File: src/rtl/core/lcgs_pkg.sv
// Shared types and constants for the cell grid step block.
`timescale 1ns / 1ps
package lcgs_pkg;

    localparam int OP_W        = 1;
    localparam int RING_W      = 32;
    localparam int CELL_W      = 6;
    localparam int IDX_W       = 5;
    localparam int VALUE_W     = 8;
    localparam int LUT_ENTRIES = 32;
    localparam int MAX_CELLS   = 64;
    localparam int STORE_DEPTH = MAX_CELLS * LUT_ENTRIES;
    localparam int ADDR_W      = CELL_W + IDX_W;

    localparam logic [OP_W-1:0] OP_STEP = 1'b0;
    localparam logic [OP_W-1:0] OP_LOAD = 1'b1;

    typedef enum logic [3:0] {
        ST_IDLE   = 4'b0001,
        ST_RUN    = 4'b0010,
        ST_DRAIN  = 4'b0100,
        ST_COMMIT = 4'b1000
    } state_t;

    typedef struct packed {
        logic load_we;
        logic start;
        logic issue;
        logic commit;
    } cmd_t;

    typedef struct packed {
        logic credit_ok;
        logic last_cell;
        logic inflight;
    } stat_t;

endpackage

File: src/rtl/core/lcgs_ctrl.sv
// Controller state machine for the cell grid step block.
`timescale 1ns / 1ps
module lcgs_ctrl (
    input  logic                           clk,
    input  logic                           rst_n,
    input  logic                           in_valid,
    input  logic [lcgs_pkg::OP_W-1:0]      op,
    input  lcgs_pkg::stat_t                stat,
    output logic                           in_ready,
    output lcgs_pkg::cmd_t                 cmd
);
    import lcgs_pkg::*;

    state_t state_reg;
    state_t state_next;

    always_ff @(posedge clk or negedge rst_n)
    begin
        if (!rst_n)
        begin
            state_reg <= ST_IDLE;
        end
        else
        begin
            state_reg <= state_next;
        end
    end

    always_comb
    begin
        state_next = state_reg;
        in_ready   = 1'b0;
        cmd        = '0;
        case (state_reg)
            ST_IDLE:
            begin
                in_ready = 1'b1;
                if (in_valid)
                begin
                    if (op == OP_LOAD)
                    begin
                        cmd.load_we = 1'b1;
                    end
                    else
                    begin
                        cmd.start  = 1'b1;
                        state_next = ST_RUN;
                    end
                end
            end
            ST_RUN:
            begin
                if (stat.credit_ok)
                begin
                    cmd.issue = 1'b1;
                    if (stat.last_cell)
                    begin
                        state_next = ST_DRAIN;
                    end
                end
            end
            ST_DRAIN:
            begin
                state_next = ST_COMMIT;
            end
            ST_COMMIT:
            begin
                cmd.commit = 1'b1;
                state_next = ST_IDLE;
            end
            default:
            begin
                state_next = ST_IDLE;
            end
        endcase
    end

endmodule

File: config.mk
export PLATFORM = sky130hd
export DESIGN_NAME = lcgs_ctrl
export DESIGN_NICKNAME = d
export VERILOG_FILES = /design/src/rtl/core/lcgs_pkg.sv /design/src/rtl/core/lcgs_ctrl.sv
export SDC_FILE = /design/constraint.sdc
export NUM_CORES = 1
export LEC_CHECK = 0
export ABC_CLOCK_PERIOD_IN_PS = 1800
export BUFFER_PORTS_ARGS = -buffer_cell sky130_fd_sc_hd__buf_2
export CAP_MARGIN = 10
export CORE_AREA = 2 2 39 41
export CTS_CLUSTER_SIZE = 16
export DETAILED_ROUTE_END_ITERATION = 8
export DIE_AREA = 0 0 41 43
export SLEW_MARGIN = 20
export SYNTH_ARGS = -nofsm -noshare
export SYNTH_HDL_FRONTEND = slang
export SYNTH_SLANG_ARGS = --single-unit
File: constraint.sdc
create_clock -name clk -period 1.8 [get_ports clk]
set_clock_uncertainty 0.05 [all_clocks]
set_input_delay 0.54 -clock clk [delete_from_list [all_inputs] [get_ports clk]]
set_output_delay 0.54 -clock clk [all_outputs]
set_load 0.02 [all_outputs]
Word level (Yosys, flattened, before mapping). Index checks and enable logic that the tools add are counted.

Multiplexer cells: 13. Equality and inequality tests: 8. Reductions and logical operators: 1.

Operators with widths (count): 4-bit two-way mux (4); 4-bit one-hot mux with 3 select lines (1); 2-bit != test, second input constant (4); 1-bit two-way mux (6); 4-bit by 1-bit == test with 1-bit output, second input constant (1); 4-bit by 2-bit == test with 1-bit output, second input constant (1); 4-bit by 3-bit == test with 1-bit output, second input constant (1); 4-bit == test, second input constant (1); 2-bit two-way mux (2); 4-bit AND reduction (1).

Output and inout port bits: 5. Logic and storage cells: 23. Bits in registers: 4. Input bits: 7.

Depth between registers and ports, before layout.
Depth after elaboration: 3. Mapped depth: 3.

Worst setup path after synthesis. Ideal clock, no wire load.

Path kind: flip-flop to output port. From: reg state_reg[0]. To: out cmd[3] in the netlist's numbering. Cell stages (with the launch flop): 4. Arrival time: 1.410 ns. Path slack: -0.200 ns. Required time: 1.210 ns. Buffers on the path: 0. Cell sequence: dfstp_2 or4b_4 inv_2 and3_1.

RTL lines: start: declaration (RTL line lcgs_ctrl.sv:14) `state_t state_reg;`; start signal: assignment (RTL line lcgs_ctrl.sv:25) `state_reg <= state_next;`; end: declaration (RTL line lcgs_ctrl.sv:10) `output lcgs_pkg::cmd_t cmd`.

==> results.txt <==
----------------------------------------------------
[Status]
  Status ... complete, but fails checks
  Violated checks ... setup timing

[Floorplanning]
  Height of the die ... 43 um
  Core outline area ... 1380 um^2
  Standard-cell rows ... 14
  Die footprint ... roughly 1800 um^2
  Initial standard-cell utilization of the core ... 0.148
  Top-level I/O count ... 12
  Floorplan die width ... around 41 um

[Clock tree]
  Number of sinks driven by the clock tree ... 4
  Worst-skew pair later-pin latency ... ~0.24 ns
  CTS clk-pin slew, worst paths ... about 0.040 ns
  Maximum root-to-sink buffer count ... 2
  Number of buffers added to fix hold violations after cts ... 0
  Clock Root Buffer ... clkbuf_4
  CTS HTree Levels ... 1
  Num CTS Buffers ... 3
  CTS tree ... done

[Timing]
  Worst path setup slack after routing ... -0.380 ns
  Slew at the pin with the worst max-slew slack ... between 0.3 and 0.4 ns
  Relative slew slack ... 0.740
  Setup repair after global routing missed its margin ... true
  Fin crit period ... between 2 and 2.5 ns
  Count of pins over their slew limit ... 0
  Final hold violations ... 0
  Final setup vio count ... 4
  Max Clock Freq ... about 460 MHz
  Share of the clock period used by the worst path ... 1.21

[Cells and area]
  Fraction of final layout cells sized beyond drive strength 1 ... 0.692
  Number of flip-flops in the largest register ... 4
  Growth of design area from synthesis to finish ... 104%
  Number of fill cells ... ~150
  Antenna diode count ... 0
  Final cell count without fillers ... 55
  Final net count ... 47
  Post-Route Utilization ... 0.303

[Synthesis]
  Leading post-synthesis cells by cell area ... dfrtp_1, dfstp_2, nor4b_1
  Summed instance area of the synthesized netlist ... roughly 200 um^2
  Number of distinct library cells after synthesis ... 14
  Synthesis warning total ... 0
  Cell type with the highest aggregate area in the netlist ... dfrtp_1
  Cell count after synthesis ... 18
  Register bit count reported by yosys ... 4
  Share of the synthesized area in the top cell type ... 0.366
  Net count after synthesis ... 25
  Register area share after synthesis ... 0.494
  Post-Syn Area per Cell ... around 11 um^2

[Global route]
  Pin count of the biggest net entering global routing ... 5
  Number of antenna violations at the first check in global routing ... 0
  Number of global-route vias before repair ... 238
  Overall global routing resource usage ... 0.0816
  Global-route wire length before repair ... between 900 and 1000 um
  GRT overflow ... 0

[Routing]
  Average via count per standard cell ... 4.11
  Detailed route wirelength on metal3 ... between 30 and 40 um
  Number of vias in the routed layout ... 226
  Uppermost signal routing layer after detailed routing ... met3
  Number of remaining DRC errors ... 0
  Mean routed wirelength per cell ... between 10 and 15 um
  Detailed router's first-iteration violation count ... 2
  Number of routed nets with antenna violations ... 0
  Length of routed wiring on met1 ... 212 um
  Total wirelength of the detailed-routed design ... between 500 and 600 um
  Detailed-routed wire length on met2 ... 307 um
  Drt first pass iters ... 3

[Worst setup path]
  Worst-path fanout max ... 3
  CP Data Arrival Time ... roughly 1.6 ns
  Crit Path Class ... flip-flop to output port
  Critical Path RT ... 1.21 ns
  Startpoint kind of the worst setup timing path ... flip-flop
  Kind of end point of the critical path ... output port

[Place]
  Cell Count Post-Placement ... 49
  Count of buffers from port buffering ... 10
  DP Wirelength ... 389 um
  Final weighted congestion in routability-driven placement ... a little over 0.6
  Place WS ... -0.175 ns

[Flow run]
  Number of maximum-capacitance constraint violations ... 0

[Worst hold path]
  Hold Crit Class ... primary input to asynchronous set/reset pin

[Pwr]
  Leakage dissipation ... a little under 0.2 nW
  Maximum ir drop on the vdd rail ... 0.349 mV
  Total Power ... around 0.00032 W
  Power per cell area ... between 700 and 800 nW/um^2

----------------------------------------------------
==> repair_timing <==
action,in CTS,in global routing
buffers inserted,2,1
gates resized for setup,10,4
pin swaps,0,1
endpoints found under the setup margin,5,5
==> area by class of cell <==
type | count | area [um^2] | area share
inverter | 2 | 10.0 | 0.0239
sequential | 4 | 101 | 0.242
multi-input combinational | 12 | 128 | 0.304
timing repair buffer | 17 | 134 | 0.319
tap | 16 | 20.0 | 0.0478
clock buffer | 4 | 26.3 | 0.0627
==> routing by layer <==
metal  vias up  global-route usage
met5         -                   0
met1       104              0.0844
met3         0              0.0314
met4         0              0.0800
met2        10               0.116
li1        112                   -
==> where the power goes <==
group          internal [W]  leakage, nW  switching, W  total [W]
clock network     0.0000833       0.0150     0.0000384   0.000122
logic             0.0000528        0.130     0.0000439  0.0000967
registers         0.0000973       0.0516    0.00000250  0.0000998
total              0.000233        0.197     0.0000847   0.000318
==> cells in the final DEF (no fill, tap or decap) <==
cell and count:
a311oi_1 1, and2_4 1, and3_1 1, and3_4 1, buf_2 5, buf_4 7
buf_6 5, clkbuf_1 1, clkbuf_4 3, dfrtp_1 3, dfstp_2 1, inv_1 1
inv_4 1, nand2_1 1, nand2b_1 1, nor2_1 1, nor4b_1 1, nor4b_4 2
o2bb2ai_1 1, or4b_4 1
==> worst max-delay path: stages (launching register included) <==
cell	delay, ns
dfstp_2	0.52
or4b_4	0.49
inv_4	0.08
and3_4	0.16
buf_6	0.11
==> metrics by stage <==
stage	instance area [um^2]	setup TNS (ns)	hold slack, ns
2_1_floorplan	213	-0.257	0.194
3_3_place_gp	320	-0.251	0.296
3_5_place_dp	320	-0.279	0.297
4_1_cts	402	-1.17	0.0395
5_1_grt	419	-1.48	0.0269
6_report	419	-1.13	0.0444
==> cell families after synthesis <==
kind of cell,share of synthesized area
compound gates,0.0854
buf+inv,0.0366
flops,0.494
simple gates,0.384
==> worst paths after layout <==
kind,start,end,slack (ns),cells past startpoint
max in group asynchronous,rst_n,state_reg[0],1.44,1
min in group clk,in_valid,state_reg[0],0.45,2
setup reg to reg,state_reg[0],state_reg[0],0.29,5
hold reg to reg,state_reg[3],state_reg[3],0.54,2
hold / removal,rst_n,state_reg[2],0.04,1
setup / recovery,state_reg[0],cmd[3],-0.38,4
==> synthesized netlist by cell type <==
cell type and number:
or4b_4 1, o2bb2ai_1 1, dfstp_2 1, nor2_1 1, a311oi_1 1, nand2b_1 1
dfrtp_1 3, nand2_1 1, inv_1 1, and2_1 1, nor4b_2 1, nor4b_1 2
and3_1 2, inv_2 1
(Power assumes the default switching activity.)
